File: src/hdl/pcs_pkg.sv
// Shared types and constants for the configuration-space class scan sequencer.
package pcs_pkg;

   // Scan extent
   localparam int NUM_BUSES = 256;
   localparam int NUM_SLOTS = 32;
   localparam int NUM_FUNCS = 8;

   localparam logic [7:0] LAST_BUS  = 8'(NUM_BUSES - 1);
   localparam logic [4:0] LAST_SLOT = 5'(NUM_SLOTS - 1);
   localparam logic [2:0] LAST_FUNC = 3'(NUM_FUNCS - 1);

   // Configuration space dword offsets
   localparam logic [7:0] OFF_VENDOR = 8'h00;
   localparam logic [7:0] OFF_HEADER = 8'h0E & 8'hFC;
   localparam logic [7:0] OFF_CLASS  = 8'h08;

   localparam logic [15:0] VENDOR_ABSENT = 16'hFFFF;
   localparam logic [7:0]  IFACE_ANY     = 8'hFF;

   // Request command codes
   typedef enum logic {
      CMD_START = 1'b0,
      CMD_DATA  = 1'b1
   } cmd_type;

   // Result kinds
   typedef enum logic [1:0] {
      KIND_READ  = 2'd0,
      KIND_FOUND = 2'd1,
      KIND_NONE  = 2'd2
   } kind_type;

   // Configuration register indexes
   typedef enum logic [1:0] {
      CSR_CLASS    = 2'd0,
      CSR_SUBCLASS = 2'd1,
      CSR_IFACE    = 2'd2
   } csr_index_type;

   // Scan phases
   typedef enum logic [4:0] {
      PH_IDLE    = 5'b00001,
      PH_VENDOR0 = 5'b00010,
      PH_HEADER  = 5'b00100,
      PH_VENDORF = 5'b01000,
      PH_CLASS   = 5'b10000
   } phase_type;

   // One result item
   typedef struct packed {
      kind_type    kind;
      logic [7:0]  bus;
      logic [4:0]  slot;
      logic [2:0]  func_num;
      logic [7:0]  reg_offset;
      logic [31:0] config_address;
      logic [15:0] vendor_code;
      logic [15:0] device_code;
      logic [7:0]  found_class;
      logic [7:0]  found_subclass;
      logic [7:0]  found_interface;
   } rsp_type;

endpackage

File: src/hdl/pci_class_scan_sequencer_core.sv
// Configuration mechanism #1 scan sequencer that searches for a class code match.
// Each result is registered, in the skid register while the output register waits.
// Throughput: one request per cycle while the skid register is empty; next-request logic
//   is a few compares and counter increments between the state and output registers.
// A two-deep output stage (output register plus skid register) keeps req_tready high
//   while one result waits.
// Reset (synchronous, active high): scan idle, position zero, want_interface 255.
module pci_class_scan_sequencer_core
   import pcs_pkg::*;
(
   input  logic         clock,
   input  logic         reset,
   // request channel
   input  logic         req_tvalid,
   output logic         req_tready,
   input  logic [31:0]  req_tdata,   // [31:0] read_data
   input  logic         req_tuser,   // [0] command
   // result channel
   output logic         rsp_tvalid,
   input  logic         rsp_tready,
   output logic [111:0] rsp_tdata,   // bus, slot, func_num, reg_offset, config_address,
                                     // vendor_code, device_code, found_class,
                                     // found_subclass, found_interface
   output logic [1:0]   rsp_tuser,   // [1:0] kind
   // configuration writes
   input  logic         csr_we,
   input  logic [1:0]   csr_index,
   input  logic [7:0]   csr_wdata
);

   // Configuration registers
   logic [7:0] want_class_ff, want_subclass_ff, want_iface_ff;

   // Scan state
   phase_type  phase_ff, phase_in;
   logic [7:0] bus_ff, bus_in;
   logic [4:0] slot_ff, slot_in;
   logic [2:0] func_ff, func_in;
   logic       multi_ff, multi_in;
   logic [31:0] ids_ff, ids_in;

   // Output stage
   logic    out_valid_ff, skid_valid_ff;
   rsp_type out_ff, skid_ff;

   logic    req_fire, rsp_fire, push;
   rsp_type res;

   logic       slot_done, func_more, vendor_absent, class_match;
   logic [7:0] cc, sc, pi;

   assign req_tready = !skid_valid_ff;
   assign req_fire   = req_tvalid && req_tready;
   assign rsp_tvalid = out_valid_ff;
   assign rsp_fire   = out_valid_ff && rsp_tready;

   assign rsp_tuser = out_ff.kind;
   assign rsp_tdata = {out_ff.found_interface, out_ff.found_subclass, out_ff.found_class,
                       out_ff.device_code, out_ff.vendor_code, out_ff.config_address,
                       out_ff.reg_offset, out_ff.func_num, out_ff.slot, out_ff.bus};

   // Write configuration registers
   always_ff @(posedge clock) begin
      if (reset) begin
         want_class_ff    <= '0;
         want_subclass_ff <= '0;
         want_iface_ff    <= IFACE_ANY;
      end else if (csr_we) begin
         unique case (csr_index)
            CSR_CLASS:    want_class_ff    <= csr_wdata;
            CSR_SUBCLASS: want_subclass_ff <= csr_wdata;
            CSR_IFACE:    want_iface_ff    <= csr_wdata;
            default: ;
         endcase
      end
   end

   // Decode the returned dword
   assign cc            = req_tdata[31:24];
   assign sc            = req_tdata[23:16];
   assign pi            = req_tdata[15:8];
   assign vendor_absent = (req_tdata[15:0] == VENDOR_ABSENT);
   assign class_match   = (cc == want_class_ff) && (sc == want_subclass_ff) &&
                          ((want_iface_ff == IFACE_ANY) || (pi == want_iface_ff));
   assign slot_done     = (slot_ff == LAST_SLOT) && (bus_ff == LAST_BUS);
   assign func_more     = multi_ff && (func_ff != LAST_FUNC);

   // Next scan state and result
   always_comb begin
      phase_type  ph;
      logic [7:0] b;
      logic [4:0] s;
      logic [2:0] f;
      logic [7:0] off;
      logic       emit_read, emit_none, next_slot, next_func;

      ph        = phase_ff;
      b         = bus_ff;
      s         = slot_ff;
      f         = func_ff;
      multi_in  = multi_ff;
      ids_in    = ids_ff;
      off       = OFF_VENDOR;
      emit_read = 1'b0;
      emit_none = 1'b0;
      next_slot = 1'b0;
      next_func = 1'b0;
      push      = 1'b0;
      res       = '0;

      if (cmd_type'(req_tuser) == CMD_START) begin
         // restart the scan at the first location
         b         = '0;
         s         = '0;
         f         = '0;
         multi_in  = 1'b0;
         ph        = PH_VENDOR0;
         emit_read = 1'b1;
      end else begin
         unique case (phase_ff)
            PH_VENDOR0: begin
               if (vendor_absent) begin
                  next_slot = 1'b1;
               end else begin
                  ph        = PH_HEADER;
                  f         = '0;
                  off       = OFF_HEADER;
                  emit_read = 1'b1;
               end
            end
            PH_HEADER: begin
               multi_in  = req_tdata[23];
               f         = '0;
               ph        = PH_VENDORF;
               emit_read = 1'b1;
            end
            PH_VENDORF: begin
               if (vendor_absent) begin
                  next_func = 1'b1;
               end else begin
                  ids_in    = req_tdata;
                  ph        = PH_CLASS;
                  off       = OFF_CLASS;
                  emit_read = 1'b1;
               end
            end
            PH_CLASS: begin
               if (class_match) begin
                  ph                  = PH_IDLE;
                  push                = 1'b1;
                  res.kind            = KIND_FOUND;
                  res.bus             = bus_ff;
                  res.slot            = slot_ff;
                  res.func_num        = func_ff;
                  res.vendor_code     = ids_ff[15:0];
                  res.device_code     = ids_ff[31:16];
                  res.found_class     = cc;
                  res.found_subclass  = sc;
                  res.found_interface = pi;
               end else begin
                  next_func = 1'b1;
               end
            end
            default: ph = PH_IDLE;
         endcase
      end

      // advance to the next function, or fall through to the next slot
      if (next_func) begin
         if (func_more) begin
            f         = func_ff + 3'd1;
            ph        = PH_VENDORF;
            emit_read = 1'b1;
         end else begin
            next_slot = 1'b1;
         end
      end

      // advance to the next slot and bus, or finish
      if (next_slot) begin
         f        = '0;
         multi_in = 1'b0;
         if (slot_ff != LAST_SLOT) begin
            s         = slot_ff + 5'd1;
            ph        = PH_VENDOR0;
            emit_read = 1'b1;
         end else if (!slot_done) begin
            s         = '0;
            b         = bus_ff + 8'd1;
            ph        = PH_VENDOR0;
            emit_read = 1'b1;
         end else begin
            ph        = PH_IDLE;
            emit_none = 1'b1;
         end
      end

      if (emit_read) begin
         push               = 1'b1;
         res.kind           = KIND_READ;
         res.bus            = b;
         res.slot           = s;
         res.func_num       = f;
         res.reg_offset     = off;
         res.config_address = {1'b1, 7'd0, b, s, f, off};
      end
      if (emit_none) begin
         push     = 1'b1;
         res.kind = KIND_NONE;
      end

      phase_in = ph;
      bus_in   = b;
      slot_in  = s;
      func_in  = f;
   end

   // Hold scan state
   always_ff @(posedge clock) begin
      if (reset) begin
         phase_ff <= PH_IDLE;
         bus_ff   <= '0;
         slot_ff  <= '0;
         func_ff  <= '0;
         multi_ff <= 1'b0;
      end else if (req_fire) begin
         phase_ff <= phase_in;
         bus_ff   <= bus_in;
         slot_ff  <= slot_in;
         func_ff  <= func_in;
         multi_ff <= multi_in;
      end
   end

   always_ff @(posedge clock) begin
      if (req_fire) begin
         ids_ff <= ids_in;
      end
   end

   // Output register with skid stage
   always_ff @(posedge clock) begin
      if (reset) begin
         out_valid_ff  <= 1'b0;
         skid_valid_ff <= 1'b0;
      end else if (skid_valid_ff) begin
         if (rsp_fire) begin
            out_valid_ff  <= 1'b1;
            skid_valid_ff <= 1'b0;
         end
      end else if (req_fire && push) begin
         if (!out_valid_ff || rsp_fire) begin
            out_valid_ff <= 1'b1;
         end else begin
            skid_valid_ff <= 1'b1;
         end
      end else if (rsp_fire) begin
         out_valid_ff <= 1'b0;
      end
   end

   always_ff @(posedge clock) begin
      if (skid_valid_ff) begin
         if (rsp_fire) begin
            out_ff <= skid_ff;
         end
      end else if (req_fire && push) begin
         if (!out_valid_ff || rsp_fire) begin
            out_ff <= res;
         end else begin
            skid_ff <= res;
         end
      end
   end

`ifndef SYNTHESIS
   // skid entry only fills behind a waiting result
   a_skid_behind_out: assert property (@(posedge clock) disable iff (reset)
      skid_valid_ff |-> out_valid_ff)
      else $error("skid register valid without output register");

   // a terminal result always ends the scan
   a_terminal_idle: assert property (@(posedge clock) disable iff (reset)
      (req_fire && push && res.kind != KIND_READ) |=> phase_ff == PH_IDLE)
      else $error("scan not idle after final result");

   // only read requests carry an address, and it has the enable bit
   a_addr_by_kind: assert property (@(posedge clock) disable iff (reset)
      rsp_tvalid |-> ((rsp_tuser == KIND_READ) ? rsp_tdata[55] :
                      (rsp_tdata[55:16] == 40'd0)))
      else $error("config address does not match result kind");
`endif

endmodule
File: config.mk
export PLATFORM = sky130hd
export DESIGN_NAME = pci_class_scan_sequencer_core
export DESIGN_NICKNAME = d
export VERILOG_FILES = /design/src/hdl/pcs_pkg.sv /design/src/hdl/pci_class_scan_sequencer_core.sv
export SDC_FILE = /design/constraint.sdc
export NUM_CORES = 1
export LEC_CHECK = 0
export BUFFER_PORTS_ARGS = -buffer_cell sky130_fd_sc_hd__buf_2
export CAP_MARGIN = 20
export CORE_MARGIN = 2
export CORE_UTILIZATION = 49
export DETAILED_ROUTE_END_ITERATION = 10
export HOLD_SLACK_MARGIN = 0.1
export PLACE_DENSITY = 0.73
export SETUP_SLACK_MARGIN = 0.4
export SYNTH_ARGS = -nofsm -noshare
export SYNTH_HDL_FRONTEND = slang
export SYNTH_SLANG_ARGS = --single-unit
File: constraint.sdc
create_clock -name clock -period 17.2 [get_ports clock]
set_input_delay 1.72 -clock clock [delete_from_list [all_inputs] [get_ports clock]]
set_output_delay 1.72 -clock clock [all_outputs]
set_load 0.05 [all_outputs]
Word level (Yosys, flattened, before mapping):

Index checks and enable logic that the tools add are counted.

* bits in registers: 308
* output and inout bits: 116
* word-level logic and storage cells: 157

* $add $sub $neg: 3
* equal/unequal tests: 18
* multiplexer cells: 76
* bitwise operators: 3
* reductions and logical operators: 24

Operators by type and width (count)
* 114-bit two-way mux: 4
* 56-bit two-way mux: 3
* 58-bit two-way mux: 1
* 5-bit two-way mux: 11
* 17-bit two-way mux: 3
* 1-bit two-way mux: 34
* 8-bit two-way mux: 4
* 8-bit equality test: 3
* 5-bit one-hot mux with 4 select lines: 1
* 16-bit equality test (second input constant): 1
* 8-bit equality test (second input constant): 2
* 3-bit two-way mux: 5
* 4-bit two-way mux: 3
* 5-bit equality test (second input constant): 2
* 3-bit AND reduction: 3
* 8-bit by 1-bit adder with 8-bit output (second input constant): 1
* 4-bit one-hot mux with 2 select lines: 1
* 2-bit AND reduction: 4
* 1-bit logical AND: 7
* 2-bit two-way mux: 3
* 3-bit one-hot mux with 2 select lines: 1
* 2-bit nonzero test: 3
* 5-bit by 1-bit adder with 5-bit output (second input constant): 1
* 5-bit by 2-bit equality test with 1-bit output (second input constant): 1
* 17 further kinds: 22

Longest topological paths before layout:

* depth after elaboration: 15
* depth in mapped cells: 11
* depth with buffers taken out: 10

Worst setup path after synthesis:

OpenSTA, ideal clock, no wires.

* path type: input to register
* start: input req_tdata[14]
* end: register skid_ff[0] (netlist bit) (enable)
* library setup time: 680 ps
* arrival time: 9861 ps
* slack: 6658 ps
* stages on the path: 7
* buffers on the path: 1
* cell sequence: xor2_1 > nor4_1 > a21oi_2 > nor3_1 > buf_2 > o31ai_1 > nor3b_1

* cells in the longest elaborated chain, start to end: 14
* elaborated cells between the ends (all ways): 28
* classes of those cells: 2 x eq/ne; 22 x mux; 4 x reduce/logical

RTL lines
* start: declaration: line pci_class_scan_sequencer_core.sv:16 `input logic [31:0] req_tdata,`
* 8-bit equality test: line pci_class_scan_sequencer_core.sv:84 `((want_iface_ff == IFACE_ANY) || (pi == want_iface_ff));`
* 1-bit logical OR: line pci_class_scan_sequencer_core.sv:84
* 1-bit logical AND: line pci_class_scan_sequencer_core.sv:83 `assign class_match = (cc == want_class_ff) && (sc == want_subclass_ff) &&`
* 1-bit two-way mux: line pci_class_scan_sequencer_core.sv:148 `if (class_match) begin`
* 1-bit one-hot mux with 2 select lines: line pci_class_scan_sequencer_core.sv:120 `unique case (phase_ff)`
* 1-bit two-way mux: line pci_class_scan_sequencer_core.sv:111 `if (cmd_type'(req_tuser) == CMD_START) begin`
* 1-bit two-way mux: line pci_class_scan_sequencer_core.sv:169 `if (next_func) begin`
* 1-bit two-way mux: line pci_class_scan_sequencer_core.sv:187 `end else if (!slot_done) begin`
* 1-bit two-way mux: line pci_class_scan_sequencer_core.sv:183 `if (slot_ff != LAST_SLOT) begin`
* 1-bit two-way mux: line pci_class_scan_sequencer_core.sv:180 `if (next_slot) begin`
* 1-bit two-way mux: line pci_class_scan_sequencer_core.sv:198 `if (emit_read) begin`
* 1-bit two-way mux (*): line pci_class_scan_sequencer_core.sv:207 `if (emit_none) begin`
* 1-bit logical AND (*): line pci_class_scan_sequencer_core.sv:267 `end else if (req_fire && push) begin`
* 3-bit AND reduction (no line) (*)
* end signal: assignment: line pci_class_scan_sequencer_core.sv:271 `skid_ff <= res;`
* end: declaration: line pci_class_scan_sequencer_core.sv:44 `rsp_type out_ff, skid_ff;`

Every way passes the cells marked *; elsewhere a longest branch is shown, timed or not.
A chain may end at the register's enable or synchronous reset.

Final worst setup path:

* start: input req_tdata[28]
* end: register out_ff (netlist bit rsp_tdata[76]) (enable)

* cells in the longest elaborated chain, start to end: 15
* elaborated cells between the ends (all ways): 20
* classes of those cells: 1 x eq/ne; 14 x mux; 5 x reduce/logical

RTL lines
* 8-bit equality test (*): line pci_class_scan_sequencer_core.sv:83
* 1-bit logical AND (*) (2 in a row): line pci_class_scan_sequencer_core.sv:83
* 1-bit two-way mux: line pci_class_scan_sequencer_core.sv:148
* 1-bit one-hot mux with 2 select lines: line pci_class_scan_sequencer_core.sv:120
* 1-bit two-way mux: line pci_class_scan_sequencer_core.sv:111
* 1-bit two-way mux: line pci_class_scan_sequencer_core.sv:169
* 1-bit two-way mux: line pci_class_scan_sequencer_core.sv:187
* 1-bit two-way mux: line pci_class_scan_sequencer_core.sv:183
* 1-bit two-way mux: line pci_class_scan_sequencer_core.sv:180
* 1-bit two-way mux: line pci_class_scan_sequencer_core.sv:198
* 1-bit two-way mux (*): line pci_class_scan_sequencer_core.sv:207
* 1-bit logical AND (*): line pci_class_scan_sequencer_core.sv:267
* 2-bit nonzero test (no line) (*)
* 3-bit AND reduction (no line) (*)
* end signal: assignment: line pci_class_scan_sequencer_core.sv:265 `out_ff <= skid_ff;`
* end signal: assignment: line pci_class_scan_sequencer_core.sv:269 `out_ff <= res;`
* end: declaration: line pci_class_scan_sequencer_core.sv:44

Marked as above.

==> summary.txt <==
Routing
  • DRC violations left: 0
  • Vias per cell: between 5 and 6
  • DRT antenna net count: 0
  • Pre-Repair DR Iteration Count: 6
  • Drt initial violations: 461
  • WL final: 24.0 mm
  • WL per Instance: 18.2 microns
  • Vias: 7167

Worst hold path
  • Hold path start: func_ff[1]
  • Hold depth: 2
  • Worst Hold Class: flop to flop

Die
  • Die Area: 0.0245 sq mm
  • Core area: 0.0227 sq mm
  • Number of cell rows: 55
  • Io pins: 164
  • Die Ht: around 160 microns
  • Die Span X: about 160 microns
  • Initial core utilization: 50.1%

GRT
  • Antenna violations before repair: 1
  • First-pass GRT wire length: 37.1 mm
  • Vias in the first global route: 6936
  • Largest net degree at the start of global routing: 78
  • Grt ovf: 0
  • GRT Total Usage: between 10% and 20%

STA
  • Rel. slew slack: between 30 and 40%
  • Fin crit period: around 4.6 ns
  • Hold Vio Cnt, Final: 0
  • Worst setup margin: 12.56 ns
  • Worst-margin pin slew: 1.04 ns
  • Top achievable clock speed: 216 MHz
  • Pins Over Slew Limit: 0
  • Final Setup Violations: 0
  • Clk_skew: 0.0193 ns
  • Hold_ws: 0.488 ns
  • Setup_tns: 0 ns
  • Unrepaired setup endpoints after global routing: no
  • Crit share post-route: 27.0%

Critical path
  • Reg-to-Reg Start: want_class_ff[4]
  • Critical-path maximum fanout: between 50 and 60
  • Kind of critical path: input pin to flop
  • CP endpoint kind: flop
  • R2R cell count: 9
  • Crit path DAT: 4.81 ns
  • CP required: 17.37 ns
  • Crit path launch type: input pin
  • Critical Path Start: req_tdata[28]

Clocking
  • Clk buf depth: 3
  • Root Driver: clkbuf_16
  • CTS tree: yes
  • Cts hold-fix bufs: 0
  • Clk_lat worst skew: 0.53 ns
  • Clk slew on worst S/H paths: 0.06 ns
  • H-Tree Depth: 1
  • Setup bufs post-CTS: 0
  • Total CTS buffers: 28
  • Resized Gates After CTS: 0
  • CTS sink cnt: 266

Synth
  • Synth Area per Inst: 13.1 sq um
  • Yosys reg bits: 266
  • Number of synthesized flops with an enable pin: between 200 and 250
  • Synth async-reset ratio: 0%
  • Simple-Gate Fraction of Synth Area: between 10 and 15%
  • Area share of xor/xnor cells in the synthesized design: 2.08%
  • Post-Syn Area: 0.0114 sq mm
  • Post-synth top area share: a little under three fifths
  • Synth unique cells: between 60 and 70
  • Synth area leader: edfxtp_1
  • Ys Warns: 0
  • Combinational family with the most area after synthesis: simple AND/OR/NAND/NOR gates
  • Synth Area in Adders: 0.549%
  • Mux cell area share after synthesis: 7.62%
  • Seq/Total Area, Yosys: about 66%
  • Synth top cells by count: 218 x edfxtp_1, 80 x nand2_1, 61 x mux2_2, 57 x and2_1, 52 x nor2_1
  • Most common cell in the netlist: edfxtp_1
  • Synth top area cells: edfxtp_1 57%, dfxtp_1 8.4%, mux2_2 6.0%
  • Post-synthesis cell count: 871
  • Most used DFF post-synth: edfxtp_1
  • Synth Area in Compound Gates: 7.74%

Placed design
  • Pre-CTS WS: 12.00 ns
  • Placed Cells: ~1300
  • Placed Instance Area: 0.0123 sq mm
  • Port bufs: 144
  • Detail Placement HPWL: 15.7 mm
  • GP Congestion: 0.841

Power
  • Power Dens Cells: 107 mW/mm^2
  • LEAKAGE: approximately 5 nW
  • VDD IR max: 59.4 uV

Final layout
  • Layout area overhead: 15.8%
  • Fraction of final layout cells sized beyond drive strength 1: a little over a quarter
  • Fin area: 0.0132 sq mm
  • Nets: 1064
  • Post-Layout Cell Count: about 1300

Outcome
  • Outcome: finished, final reports clean

Flow run
  • Max-cap violations: 0
-- per-stage QoR --
step | power [mW] | util [%]
after floorplan | 0.821 | -
after global placement | 0.846 | 54.1
after detailed placement | 0.848 | 54.1
after CTS | 1.42 | 58.1
after global routing | 1.46 | 58.1
final | 1.41 | 58.1
-- metal layers --
metal,vias up,track usage [%],routed length (microns)
li1,3454,-,-
met1,3465,25.2,10400
met2,205,33.4,11900
met3,43,3.18,1160
met4,0,5.72,546
met5,-,0,0
-- final timing paths --
check	to	slack, ns
worst max-delay path	rsp_tdata[76]	12.56
worst min-delay path	func_ff[1]	0.49
worst max register to register	rsp_tdata[76]	13.54
worst min register to register	func_ff[1]	0.49
-- placed cells by master (no fill, tap or decap), types with 11 or more instances in the layout --
cell type and n:
inv_1 18, buf_2 144, mux2i_1 18, buf_4 11, xor2_1 25, o21ai_0 34, edfxtp_1 218, dfxtp_1 48
nand2_1 80, nor2_1 52, clkbuf_1 13, conb_1 19, clkbuf_16 29, nor3_1 11, mux2_2 61, a21oi_1 27
and2_1 57, nand3_1 16
-- state kept, by name, summed over array words and instances, names as in the netlist --
signal            count
want_class_ff         8
rsp_tvalid            1
rsp_tuser             2
rsp_tdata            91
bus_ff                8
want_subclass_ff      8
multi_ff              1
ids_ff               32
phase_ff              5
skid_ff              93
slot_ff               5
want_iface_ff         8
func_ff               3
skid_valid_ff         1
-- where the power goes --
group          leakage [nW]  switching, mW  internal (mW)
clock network         0.436          0.231          0.346
logic                  2.36         0.0895         0.0258
registers              2.28        0.00638          0.712
-- area by class of cell --
cell class              instances  area, sq um
diodes                          2         5.00
clock buffers                  47          843
clock inverters                 5         48.8
fillers                      1859         9520
inverters                      22         83.8
multi-input cells             538         3540
flip-flops and latches        266         7510
well taps                     285          357
repair buffers                155          803
-- kinds of logic (layout without fill, tap and decap cells) --
| logic type | count (synthesis) | in the layout |
|---|---|---|
| other | 1 | 21 |
| AND/OR/NAND/NOR | 277 | 277 |
| adder cells (fa/ha/maj) | 5 | 5 |
| XOR/XNOR | 27 | 27 |
| flip-flops | 266 | 266 |
| multiplexers | 79 | 79 |
| AO/OA/AOI/OAI | 131 | 131 |
| buffers and inverters | 85 | 229 |
-- worst max-delay path: stages --
cell and delay (ns):
buf_2 0.12, xor2_1 0.14, nor4_1 0.37, nand4_1 0.30, o211ai_2 0.55, a21oi_1 0.19, o31ai_1 0.53, a22oi_2 0.08
buf_4 0.32, buf_4 0.44
Note: power is estimated with default switching activity, not from simulation.
